### config.mk
export PLATFORM = sky130hd
export DESIGN_NAME = motion_history_differentiator
export DESIGN_NICKNAME = d
export VERILOG_FILES = /design/src/rtl/core/mhd_pkg.sv /design/src/rtl/core/mhd_kinematics.sv /design/src/rtl/core/mhd_history.sv /design/src/rtl/core/motion_history_differentiator.sv
export SDC_FILE = /design/constraint.sdc
export NUM_CORES = 2
export LEC_CHECK = 0
export ABC_AREA = 1
export BUFFER_PORTS_ARGS = -buffer_cell sky130_fd_sc_hd__buf_2
export CELL_PAD_IN_SITES_DETAIL_PLACEMENT = 0
export CELL_PAD_IN_SITES_GLOBAL_PLACEMENT = 2
export CORE_UTILIZATION = 35
export CTS_CLUSTER_SIZE = 24
export DETAILED_ROUTE_END_ITERATION = 10
export PLACE_DENSITY = 0.84
export SETUP_SLACK_MARGIN = 0.2
export SLEW_MARGIN = 40
export SYNTH_ARGS = -nofsm -noshare
export SYNTH_HDL_FRONTEND = slang
export SYNTH_SLANG_ARGS = --single-unit
### constraint.sdc
create_clock -name aclk -period 53.5 [get_ports aclk]
set_clock_uncertainty 0.2 [all_clocks]
set_input_delay 0 -clock aclk [delete_from_list [all_inputs] [get_ports aclk]]
set_output_delay 0 -clock aclk [all_outputs]
set_load 0.05 [all_outputs]
### src/rtl/core/mhd_pkg.sv
// Shared types, widths and helpers for the motion history differentiator.
// No dependencies; every other file in rtl/core refers to this package by scope.

package mhd_pkg;

    localparam int SAMPLE_W          = 32;
    localparam int SUM_W             = 40;
    localparam int LOOK_W            = 4;
    localparam int WIN_W             = 5;
    localparam int HISTORY_DEPTH_DEF = 16;

    localparam logic [WIN_W-1:0] WINDOW_RESET = WIN_W'(16);

    typedef enum logic {
        REQ_POSITION = 1'b0,
        REQ_VELOCITY = 1'b1
    } req_type_t;

    // Control that the top level hands to each history ring.
    typedef struct packed {
        logic push;
        logic clear;
    } hist_ctl_t;

    // Clamp a one-bit-grown signed value to the signed sample range.
    function automatic logic [SAMPLE_W-1:0] sat_sample(input logic [SAMPLE_W:0] v);
        logic [SAMPLE_W-1:0] res;
        if (v[SAMPLE_W] != v[SAMPLE_W-1]) begin
            res = {v[SAMPLE_W], {(SAMPLE_W-1){~v[SAMPLE_W]}}};
        end else begin
            res = v[SAMPLE_W-1:0];
        end
        return res;
    endfunction

endpackage

### src/rtl/core/mhd_kinematics.sv
// Forms the new position, velocity and acceleration entries from one sample.
// Depends on mhd_pkg for widths, the request type and the saturating clamp.

module mhd_kinematics (
    input  mhd_pkg::req_type_t               req_type,
    input  logic [mhd_pkg::SAMPLE_W-1:0]     sample,
    input  logic [mhd_pkg::SAMPLE_W-1:0]     prev_pos,
    input  logic [mhd_pkg::SAMPLE_W-1:0]     prev_vel,
    output logic [mhd_pkg::SAMPLE_W-1:0]     new_pos,
    output logic [mhd_pkg::SAMPLE_W-1:0]     new_vel,
    output logic [mhd_pkg::SAMPLE_W-1:0]     new_acc
);

    localparam int W = mhd_pkg::SAMPLE_W;

    logic [W:0]   smp_x, ppos_x, pvel_x;
    logic [W-1:0] vel_from_pos, acc_from_pos, pos_from_vel, acc_from_vel;

    assign smp_x  = {sample[W-1], sample};
    assign ppos_x = {prev_pos[W-1], prev_pos};
    assign pvel_x = {prev_vel[W-1], prev_vel};

    always_comb begin
        // Position sample: velocity is the previous position minus the sample, and
        // acceleration is the previous velocity minus the freshly clamped velocity.
        vel_from_pos = mhd_pkg::sat_sample(ppos_x - smp_x);
        acc_from_pos = mhd_pkg::sat_sample(pvel_x - {vel_from_pos[W-1], vel_from_pos});
        // Velocity sample: position integrates, acceleration differences.
        pos_from_vel = mhd_pkg::sat_sample(ppos_x + smp_x);
        acc_from_vel = mhd_pkg::sat_sample(pvel_x - smp_x);

        case (req_type)
            mhd_pkg::REQ_POSITION: begin
                new_pos = sample;
                new_vel = vel_from_pos;
                new_acc = acc_from_pos;
            end
            mhd_pkg::REQ_VELOCITY: begin
                new_pos = pos_from_vel;
                new_vel = sample;
                new_acc = acc_from_vel;
            end
            default: begin
                new_pos = sample;
                new_vel = vel_from_pos;
                new_acc = acc_from_pos;
            end
        endcase
    end

endmodule

### src/rtl/core/mhd_history.sv
// One history ring kept as a shift line with a running window sum.
// Depends on mhd_pkg for widths and the ring control struct.

module mhd_history #(
    parameter  int DEPTH = mhd_pkg::HISTORY_DEPTH_DEF,
    localparam int IDX_W = (DEPTH > 1) ? $clog2(DEPTH) : 1
) (
    input  logic                          aclk,
    input  logic                          aresetn,
    input  mhd_pkg::hist_ctl_t            ctl,
    input  logic [mhd_pkg::SAMPLE_W-1:0]  push_data,
    input  logic [IDX_W-1:0]              exit_tap,
    input  logic [IDX_W-1:0]              read_tap,
    output logic [mhd_pkg::SAMPLE_W-1:0]  newest,
    output logic [mhd_pkg::SAMPLE_W-1:0]  read_data,
    output logic [mhd_pkg::SUM_W-1:0]     total_next
);

    localparam int W  = mhd_pkg::SAMPLE_W;
    localparam int SW = mhd_pkg::SUM_W;

    logic [W-1:0]  taps_reg  [DEPTH];
    logic [W-1:0]  taps_next [DEPTH];
    logic [SW-1:0] total_reg;
    logic [W-1:0]  leaving;

    // Tap 0 holds the newest entry; the view after a push shifts by one.
    always_comb begin
        taps_next[0] = push_data;
        for (int i = 1; i < DEPTH; i++) begin
            taps_next[i] = taps_reg[i-1];
        end
    end

    // The entry that drops out of the window is the oldest one inside it
    // before the push.
    assign leaving    = taps_reg[exit_tap];
    assign total_next = total_reg - {{(SW-W){leaving[W-1]}}, leaving}
                                  + {{(SW-W){push_data[W-1]}}, push_data};

    assign newest    = taps_reg[0];
    assign read_data = taps_next[read_tap];

    always_ff @(posedge aclk) begin
        if (!aresetn || ctl.clear) begin
            for (int i = 0; i < DEPTH; i++) begin
                taps_reg[i] <= '0;
            end
            total_reg <= '0;
        end else if (ctl.push) begin
            for (int i = 0; i < DEPTH; i++) begin
                taps_reg[i] <= taps_next[i];
            end
            total_reg <= total_next;
        end
    end

endmodule

### src/rtl/core/motion_history_differentiator.sv
// Channel  Direction  Word contents (low bit first)                       Handshake
// s_       in         tdata: sample[31:0], look_back[35:32], zero pad      tvalid/tready
//                     tuser: req_type
// m_       out        tdata: pos_at, vel_at, acc_at, pos_sum, vel_sum,     tvalid/tready
//                            acc_sum (216 bits); tuser: index_ok
// cfg_     in         cfg_wdata: window_len, written when cfg_we is high   none
//
// One word per cycle is sustained while m_tready stays high; a word taken on s_ passes
// through the input register and then the result register before it is presented on m_.
// The ring update, the difference chain and the window sums all settle combinationally
// between those two registers.
// Reset (aresetn low, synchronous) clears the rings and sums and sets the window to 16.
// When m_tready is low a full result register holds, and s_tready drops once the input
// register is also full.  A window write clears all history in the same cycle.

module motion_history_differentiator #(
    parameter int HISTORY_DEPTH = mhd_pkg::HISTORY_DEPTH_DEF
) (
    input  logic                       aclk,
    input  logic                       aresetn,
    input  logic                       cfg_we,
    input  logic [mhd_pkg::WIN_W-1:0]  cfg_wdata,
    input  logic                       s_tvalid,
    output logic                       s_tready,
    input  logic [39:0]                s_tdata,   // sample[31:0], look_back[35:32], pad
    input  logic                       s_tuser,   // req_type
    output logic                       m_tvalid,
    input  logic                       m_tready,
    // pos_at[31:0], vel_at[63:32], acc_at[95:64],
    // pos_sum[135:96], vel_sum[175:136], acc_sum[215:176]
    output logic [215:0]               m_tdata,
    output logic                       m_tuser    // index_ok
);

    localparam int W     = mhd_pkg::SAMPLE_W;
    localparam int SW    = mhd_pkg::SUM_W;
    localparam int LW    = mhd_pkg::LOOK_W;
    localparam int WW    = mhd_pkg::WIN_W;
    localparam int IDX_W = (HISTORY_DEPTH > 1) ? $clog2(HISTORY_DEPTH) : 1;

    logic [WW-1:0]      win_reg;
    logic [WW-1:0]      eff_win;
    logic               in_valid_reg, in_valid_next;
    mhd_pkg::req_type_t in_type_reg;
    logic [W-1:0]       in_sample_reg;
    logic [LW-1:0]      in_look_reg;
    logic               out_valid_reg, out_valid_next;
    logic [215:0]       out_data_reg, out_data_next;
    logic               out_ok_reg, out_ok_next;

    logic               out_load, advance, take;
    logic               index_ok;
    logic [IDX_W-1:0]   exit_tap, read_tap;
    mhd_pkg::hist_ctl_t ctl;

    logic [W-1:0]  pos_newest, vel_newest, acc_newest;
    logic [W-1:0]  new_pos, new_vel, new_acc;
    logic [W-1:0]  pos_rd, vel_rd, acc_rd;
    logic [SW-1:0] pos_tot, vel_tot, acc_tot;

    // Flow control: the result register frees up when it is empty or being taken.
    assign out_load = !out_valid_reg || m_tready;
    assign advance  = in_valid_reg && out_load;
    assign s_tready = !in_valid_reg || out_load;
    assign take     = s_tvalid && s_tready;

    assign ctl.push  = advance;
    assign ctl.clear = cfg_we;

    always_comb begin
        if (win_reg == '0) begin
            eff_win = WW'(1);
        end else if (32'(win_reg) > 32'(HISTORY_DEPTH)) begin
            eff_win = WW'(HISTORY_DEPTH);
        end else begin
            eff_win = win_reg;
        end
    end

    assign exit_tap = IDX_W'(eff_win - WW'(1));
    assign read_tap = IDX_W'(in_look_reg);
    assign index_ok = {1'b0, in_look_reg} < eff_win;

    mhd_kinematics u_kin (
        .req_type (in_type_reg),
        .sample   (in_sample_reg),
        .prev_pos (pos_newest),
        .prev_vel (vel_newest),
        .new_pos  (new_pos),
        .new_vel  (new_vel),
        .new_acc  (new_acc)
    );

    mhd_history #(.DEPTH(HISTORY_DEPTH)) u_pos_hist (
        .aclk       (aclk),
        .aresetn    (aresetn),
        .ctl        (ctl),
        .push_data  (new_pos),
        .exit_tap   (exit_tap),
        .read_tap   (read_tap),
        .newest     (pos_newest),
        .read_data  (pos_rd),
        .total_next (pos_tot)
    );

    mhd_history #(.DEPTH(HISTORY_DEPTH)) u_vel_hist (
        .aclk       (aclk),
        .aresetn    (aresetn),
        .ctl        (ctl),
        .push_data  (new_vel),
        .exit_tap   (exit_tap),
        .read_tap   (read_tap),
        .newest     (vel_newest),
        .read_data  (vel_rd),
        .total_next (vel_tot)
    );

    mhd_history #(.DEPTH(HISTORY_DEPTH)) u_acc_hist (
        .aclk       (aclk),
        .aresetn    (aresetn),
        .ctl        (ctl),
        .push_data  (new_acc),
        .exit_tap   (exit_tap),
        .read_tap   (read_tap),
        .newest     (acc_newest),
        .read_data  (acc_rd),
        .total_next (acc_tot)
    );

    always_comb begin
        in_valid_next  = in_valid_reg;
        out_valid_next = out_valid_reg;
        out_data_next  = out_data_reg;
        out_ok_next    = out_ok_reg;
        if (advance) begin
            in_valid_next = 1'b0;
        end
        if (take) begin
            in_valid_next = 1'b1;
        end
        if (out_load) begin
            out_valid_next = in_valid_reg;
        end
        if (advance) begin
            // Entries outside the window report as zero; the sums are unaffected.
            out_data_next = {acc_tot, vel_tot, pos_tot,
                             index_ok ? acc_rd : '0,
                             index_ok ? vel_rd : '0,
                             index_ok ? pos_rd : '0};
            out_ok_next   = index_ok;
        end
    end

    always_ff @(posedge aclk) begin
        if (!aresetn) begin
            win_reg       <= mhd_pkg::WINDOW_RESET;
            in_valid_reg  <= 1'b0;
            out_valid_reg <= 1'b0;
        end else begin
            if (cfg_we) begin
                win_reg <= cfg_wdata;
            end
            in_valid_reg  <= in_valid_next;
            out_valid_reg <= out_valid_next;
        end
    end

    always_ff @(posedge aclk) begin
        if (take) begin
            in_type_reg   <= mhd_pkg::req_type_t'(s_tuser);
            in_sample_reg <= s_tdata[W-1:0];
            in_look_reg   <= s_tdata[W+LW-1:W];
        end
        out_data_reg <= out_data_next;
        out_ok_reg   <= out_ok_next;
    end

    assign m_tvalid = out_valid_reg;
    assign m_tdata  = out_data_reg;
    assign m_tuser  = out_ok_reg;

    // A window write restarts the history from zero.
    a_cfg_clears: assert property (@(posedge aclk) disable iff (!aresetn)
        cfg_we |=> (pos_newest == '0 && vel_newest == '0 && acc_newest == '0))
        else $error("history not cleared after window write");

    // A word that leaves the input register shows up as a result next cycle.
    a_advance_shows: assert property (@(posedge aclk) disable iff (!aresetn)
        advance |=> m_tvalid)
        else $error("advanced word missing from result register");

    // Out-of-window look-backs report zero entries.
    a_oob_zero: assert property (@(posedge aclk) disable iff (!aresetn)
        (m_tvalid && !m_tuser) |-> (m_tdata[95:0] == '0))
        else $error("out-of-window entries not zero");

endmodule
* Word level (Yosys, flattened, before mapping)
Memories as Yosys holds them, arrays and structs flattened.
Cells that the tools add are included.
** Storage, ports and cells
- Bits in registers :: 381
- RAM bits :: 1536
- Input bits :: 51
- Output and inout bits :: 219
- Memories :: 3
** Operators by class
- Add/subtract/negate cells :: 11
- $lt $le $gt $ge :: 3
- Equality and inequality tests :: 4
- Muxes and demuxes :: 73
- Bitwise operators :: 54
- Reductions and logical operators :: 10
** Memory list
- u_acc_hist.taps_reg :: depth 16, width 32, rd ports 16, clocked after memory_dff 0, wr ports 16, line mhd_history.sv:22 : logic [W-1:0] taps_reg [DEPTH];
- u_pos_hist.taps_reg :: depth 16, width 32, rd ports 16, clocked after memory_dff 0, wr ports 16, line mhd_history.sv:22
- u_vel_hist.taps_reg :: depth 16, width 32, rd ports 16, clocked after memory_dff 0, wr ports 16, line mhd_history.sv:22
** Operators by type and width (number)
- 2-to-1 mux 32 bit :: 58
- binary-select mux 32 bit (select 4 bit) :: 3
- one-hot mux 32 bit (2 select lines) :: 3
- adder 40 bit :: 3
- subtractor 40 bit :: 3
- subtractor 32 x 32 -> 33 bit :: 3
- bitwise OR 1 bit :: 48
- adder 32 x 32 -> 33 bit :: 1
- 2-to-1 mux 5 bit :: 2
- 2-to-1 mux 1 bit :: 7
- greater-or-equal comparator 5 bit, second input constant :: 1
- > comparator 5 bit, second input constant :: 1
- logical NOT 5 bit :: 1
- less-than comparator 4 x 5 -> 1 bit :: 1
- NOT 1 bit :: 5
- NOT 4 -> 5 bit :: 1
- inequality test 1 bit :: 4
- subtractor 4 x 1 -> 4 bit, second input constant :: 1
- logical NOT 1 bit :: 3
- logical OR 1 bit :: 3
- logical AND 1 bit :: 2
- nonzero test 2 bit :: 1

* Logic depth before layout (Yosys ltp)
- Word-level depth :: 10
- Gate-level depth with buffers :: 55
- Gate-level depth less buffers :: 53

* Cells and area by module
From an unflattened synthesis, not the netlist that was laid out.
** Unflattened totals
- Cells, all modules :: 15035
- Area total of the unflattened synthesis :: 120201.5 µm²
** Modules (own cells, without submodules)
- mhd_history (u_pos_hist ...) :: instances 2, cells each 4242, area an instance 33748.6 µm², sequential area each 16175.5 µm²
- mhd_history (u_acc_hist) :: instances 1, cells each 4206, area an instance 33679.8 µm², sequential area each 16175.5 µm²
- mhd_kinematics :: instances 1, cells each 1827, area an instance 9962.1 µm², sequential area each 0.0 µm²
- motion_history_differentiator :: instances 1, cells each 518, area an instance 9062.4 µm², sequential area each 7767.4 µm²

* Least setup slack after synthesis
Ideal clock, no wire load.
- Path kind :: reg2reg
- Start :: register out_valid_reg (netlist: m_tvalid)
- End :: memory u_acc_hist.taps_reg[0][0] in the netlist's numbering, enable pin
- Library setup time :: 2.500 ns
- Arrival time :: 47.479 ns
- Required time :: 50.800 ns
- Slack :: 3.320 ns
- Stages on the path, launching flop included :: 7
- Cells stage by stage :: dfxtp_1 -> nand2_1 -> nand2_1 -> inv_1 -> nor2_1 -> inv_1 -> clkbuf_1
** RTL lines
- start: declaration :: line motion_history_differentiator.sv:47 : logic out_valid_reg, out_valid_next;
- start signal: assignment :: line motion_history_differentiator.sv:164 : out_valid_reg <= out_valid_next;
- end: declaration :: line mhd_history.sv:22

* Final worst setup path
- Start :: register in_sample_reg[18]
- End :: register out_data_reg[203] (netlist: m_tdata[203]), data pin
** Between the ends
- Word-level cells in the longest chain between the ends :: 8
** Ends and longest elaborated chain
- start: declaration :: line motion_history_differentiator.sv:45 : logic [W-1:0] in_sample_reg;
- start signal: assignment :: line motion_history_differentiator.sv:171 : in_sample_reg <= s_tdata[W-1:0];
- subtractor 32 x 32 -> 33 bit :: line mhd_kinematics.sv:26 : vel_from_pos = mhd_pkg::sat_sample(ppos_x - smp_x);
- inequality test 1 bit / NOT 1 bit (equally long branches) :: line mhd_pkg.sv:28, mhd_pkg.sv:29
- 2-to-1 mux 32 bit :: line mhd_pkg.sv:28 : if (v[SAMPLE_W] != v[SAMPLE_W-1]) begin
- subtractor 32 x 32 -> 33 bit :: line mhd_kinematics.sv:27 : acc_from_pos = mhd_pkg::sat_sample(pvel_x - {vel_from_pos[W-1], vel_from_pos});
- inequality test 1 bit / NOT 1 bit (equally long branches) :: line mhd_pkg.sv:28, mhd_pkg.sv:29
- 2-to-1 mux 32 bit :: line mhd_pkg.sv:28
- one-hot mux 32 bit (2 select lines) * :: line mhd_kinematics.sv:32 : case (req_type)
- net new_acc[2] :: line motion_history_differentiator.sv:57 : logic [W-1:0] new_pos, new_vel, new_acc;
- adder 40 bit * :: line mhd_history.sv:39 : + {{(SW-W){push_data[W-1]}}, push_data};
- net acc_tot[27] :: line motion_history_differentiator.sv:59 : logic [SW-1:0] pos_tot, vel_tot, acc_tot;
- end signal: assignment :: line motion_history_differentiator.sv:174 : out_data_reg <= out_data_next;
- end: declaration :: line motion_history_differentiator.sv:48 : logic [215:0] out_data_reg, out_data_next;
The timed path passes the listed nets; every way through them passes the cells marked *.
A chain may end at the register's enable or synchronous reset.

==> impl_metrics.tcl <==
set metrics [dict create \
    place_congestion 0.943 \
    cts_tree "yes" \
    clockBufferDepth 4 \
    finalWirelength_um 421000 \
    power_leakage_nw 54.3 \
    crit_type "reg2reg" \
    h-tree-depth 4 \
    synth_area_sq_um 116000 \
    die_x_um 578 \
    arrival_ns 9.92 \
    fp.dieH_um 578 \
    drv_slew 0 \
    wl_per_cell_um 22.3 \
    max_freq_ghz 0.106 \
    rsz0062_at_grt "false" \
    synth_edf_count 1790 \
    finalNetCount 14755 \
    finalCritPeriodShare 0.176 \
    grt_max_degree 182 \
    dpl.hpwl_um 277000 \
    portBuffers 265 \
    fillers 34177 \
    finalCoreUtilization 0.394 \
    cp-end-kind "flip-flop" \
    io_pins 270 \
    slowest_delay_ns 0.69 \
    placed_cells 18339 \
    avgSynthCellArea_sq_um 8.05 \
    clock_latency_ns 0.98 \
    period_minus_slack_ns 9.41 \
    ys_types 51 \
    layout-drive-gt1-share 0.0563 \
    drc_errors 0 \
    rows 211 \
    initial_core_util 0.352 \
    clock_tree.root_cell "clkbuf_16" \
    grt_pass1_vias 91267 \
    timing.setup.tns_ns 0 \
    antenna_found_initial 31 \
    ys_seq_area_frac 0.484 \
    startpoint_type "flip-flop" \
    grt_pass1_wl_um 617000 \
    ant_nets 0 \
    place_area_sq_um 122000 \
    core_sq_um 331000 \
    vias 99091 \
    ir_worst_vdd_mv 0.0372 \
    crit_path_max_fanout 51 \
    cpMaxStageDelayCell "edfxtp_1" \
    dieArea_sq_um 335000 \
    dr.pass1.iters 6 \
    hold_violations 0 \
    area_delta_synth_final_pct 12.0 \
    hold_slack_ns 0.0879 \
    status "finished, final reports clean" \
    cp_common_cell "nand2_1" \
    ys_ff_latch 1917 \
    syn-num-nets 14870 \
    post_cts_resized 0 \
    final_common_cell "inv_1" \
    async_flop_share 0 \
    cts_setup_buffers 0 \
    slew_headroom 0.389 \
    routed_via_density 5.25 \
    mostFrequentLayoutCells "inv_1, nand2_1, nor2_1" \
    setup_violations 0 \
    drt-initial-drc-count 10910 \
    cap_violations 0 \
    cts_buffers 230 \
    track_usage 0.245 \
    required_ns 54.01 \
    synthCells 14442 \
    finalNonFillerCells 18878 \
    clock_sinks 1917 \
    powerDensity_nw_per_um2 43.7 \
    final_area_sq_um 130000 \
    ys_warn_count 0 \
    cts.clk_slew.worst_paths_ns 0.06 \
    synth_flop_cell "edfxtp_1" \
    gr-total-overflow 0 \
    worstMarginPinSlew_ns 0.916 \
    cts_hold_buffers 117 \
    min_path_type "in2reg" \
]
-- cells by family (layout without fill, tap and decap cells) --
family          count (synthesis)  after routing  share of synthesized area
simple gates                 5226           5226                      0.182
buf+inv                      3171           3234                      0.104
xor+xnor                      177            177                     0.0133
compound gates               3574           3574                      0.168
fa+ha+maj                     377            377                     0.0484
other cells                     0              7                          0
flops                        1917           1917                      0.484
-- stage by stage --
stage                     power (mW)  worst slack [ns]
after floorplan                 3.43              3.32
after global placement          4.12             44.16
after detailed placement        4.11             44.31
after CTS                       5.72             44.20
after global routing            6.00             43.37
final                           5.69             44.09
-- cell usage after synthesis (all sizes together), types with 34 or more instances --
cell type	instances	area, sq um
a22o	36	315
nand2	2170	8210
buf	144	688
clkbuf	743	2790
inv	2281	8560
xor2	159	1390
edfxtp	1790	53800
nor2	1924	7230
o211ai	495	3720
nand3	1039	5210
dfxtp	127	2540
nor3	40	200
fa	121	2420
o21ai	1388	6950
a31oi	34	213
a21oi	1516	7620
ha	256	3200
-- area by class of cell --
class | count | area, sq um | area share
diodes | 7 | 17.5 | 0.000134
flip-flops and latches | 1917 | 56300 | 0.432
clock buffers | 304 | 6270 | 0.0481
multi-input cells | 9354 | 48100 | 0.369
repair buffers | 540 | 4410 | 0.0339
well taps | 4366 | 5460 | 0.0419
clock inverters | 106 | 1090 | 0.00834
inverters | 2284 | 8650 | 0.0664
-- worst max-delay path, delay by kind of cell (launching register included) --
kind | cells | cell delay (ns)
flip-flops | 1 | 0.69
AND/OR/NAND/NOR | 26 | 3.31
AO/OA/AOI/OAI | 8 | 1.87
adder cells (fa/ha/maj) | 4 | 1.75
buffers and inverters | 5 | 1.24
-- where the power goes --
part | switching, mW | total, mW | internal (mW) | leakage (nW)
Combinational | 1.62 | 2.19 | 0.577 | 29.8
Sequential | 0.0765 | 1.92 | 1.84 | 20.9
Clock | 0.682 | 1.58 | 0.898 | 3.56
-- path summary, 6_finish.rpt --
| path | from | to | slack [ns] | depth (start not counted) |
|---|---|---|---|---|
| setup / recovery | in_sample_reg[18] | m_tdata[203] | 44.09 | 43 |
| hold / removal | s_tdata[12] | in_sample_reg[12] | 0.09 | 3 |
| setup reg to reg | in_sample_reg[18] | m_tdata[203] | 44.09 | 43 |
| hold reg to reg | u_acc_hist.total_reg[27] | u_acc_hist.total_reg[27] | 0.25 | 2 |
-- per-layer routing --
metal  vias up  global-route usage  part of all wire
li1      47805                   -                 -
met1     47544               0.378              0.49
met4         6              0.0437             0.017
met3       384              0.0380             0.075
met5         -                   0          0.000097
met2      3352               0.360              0.42
(Power assumes the default switching activity.)
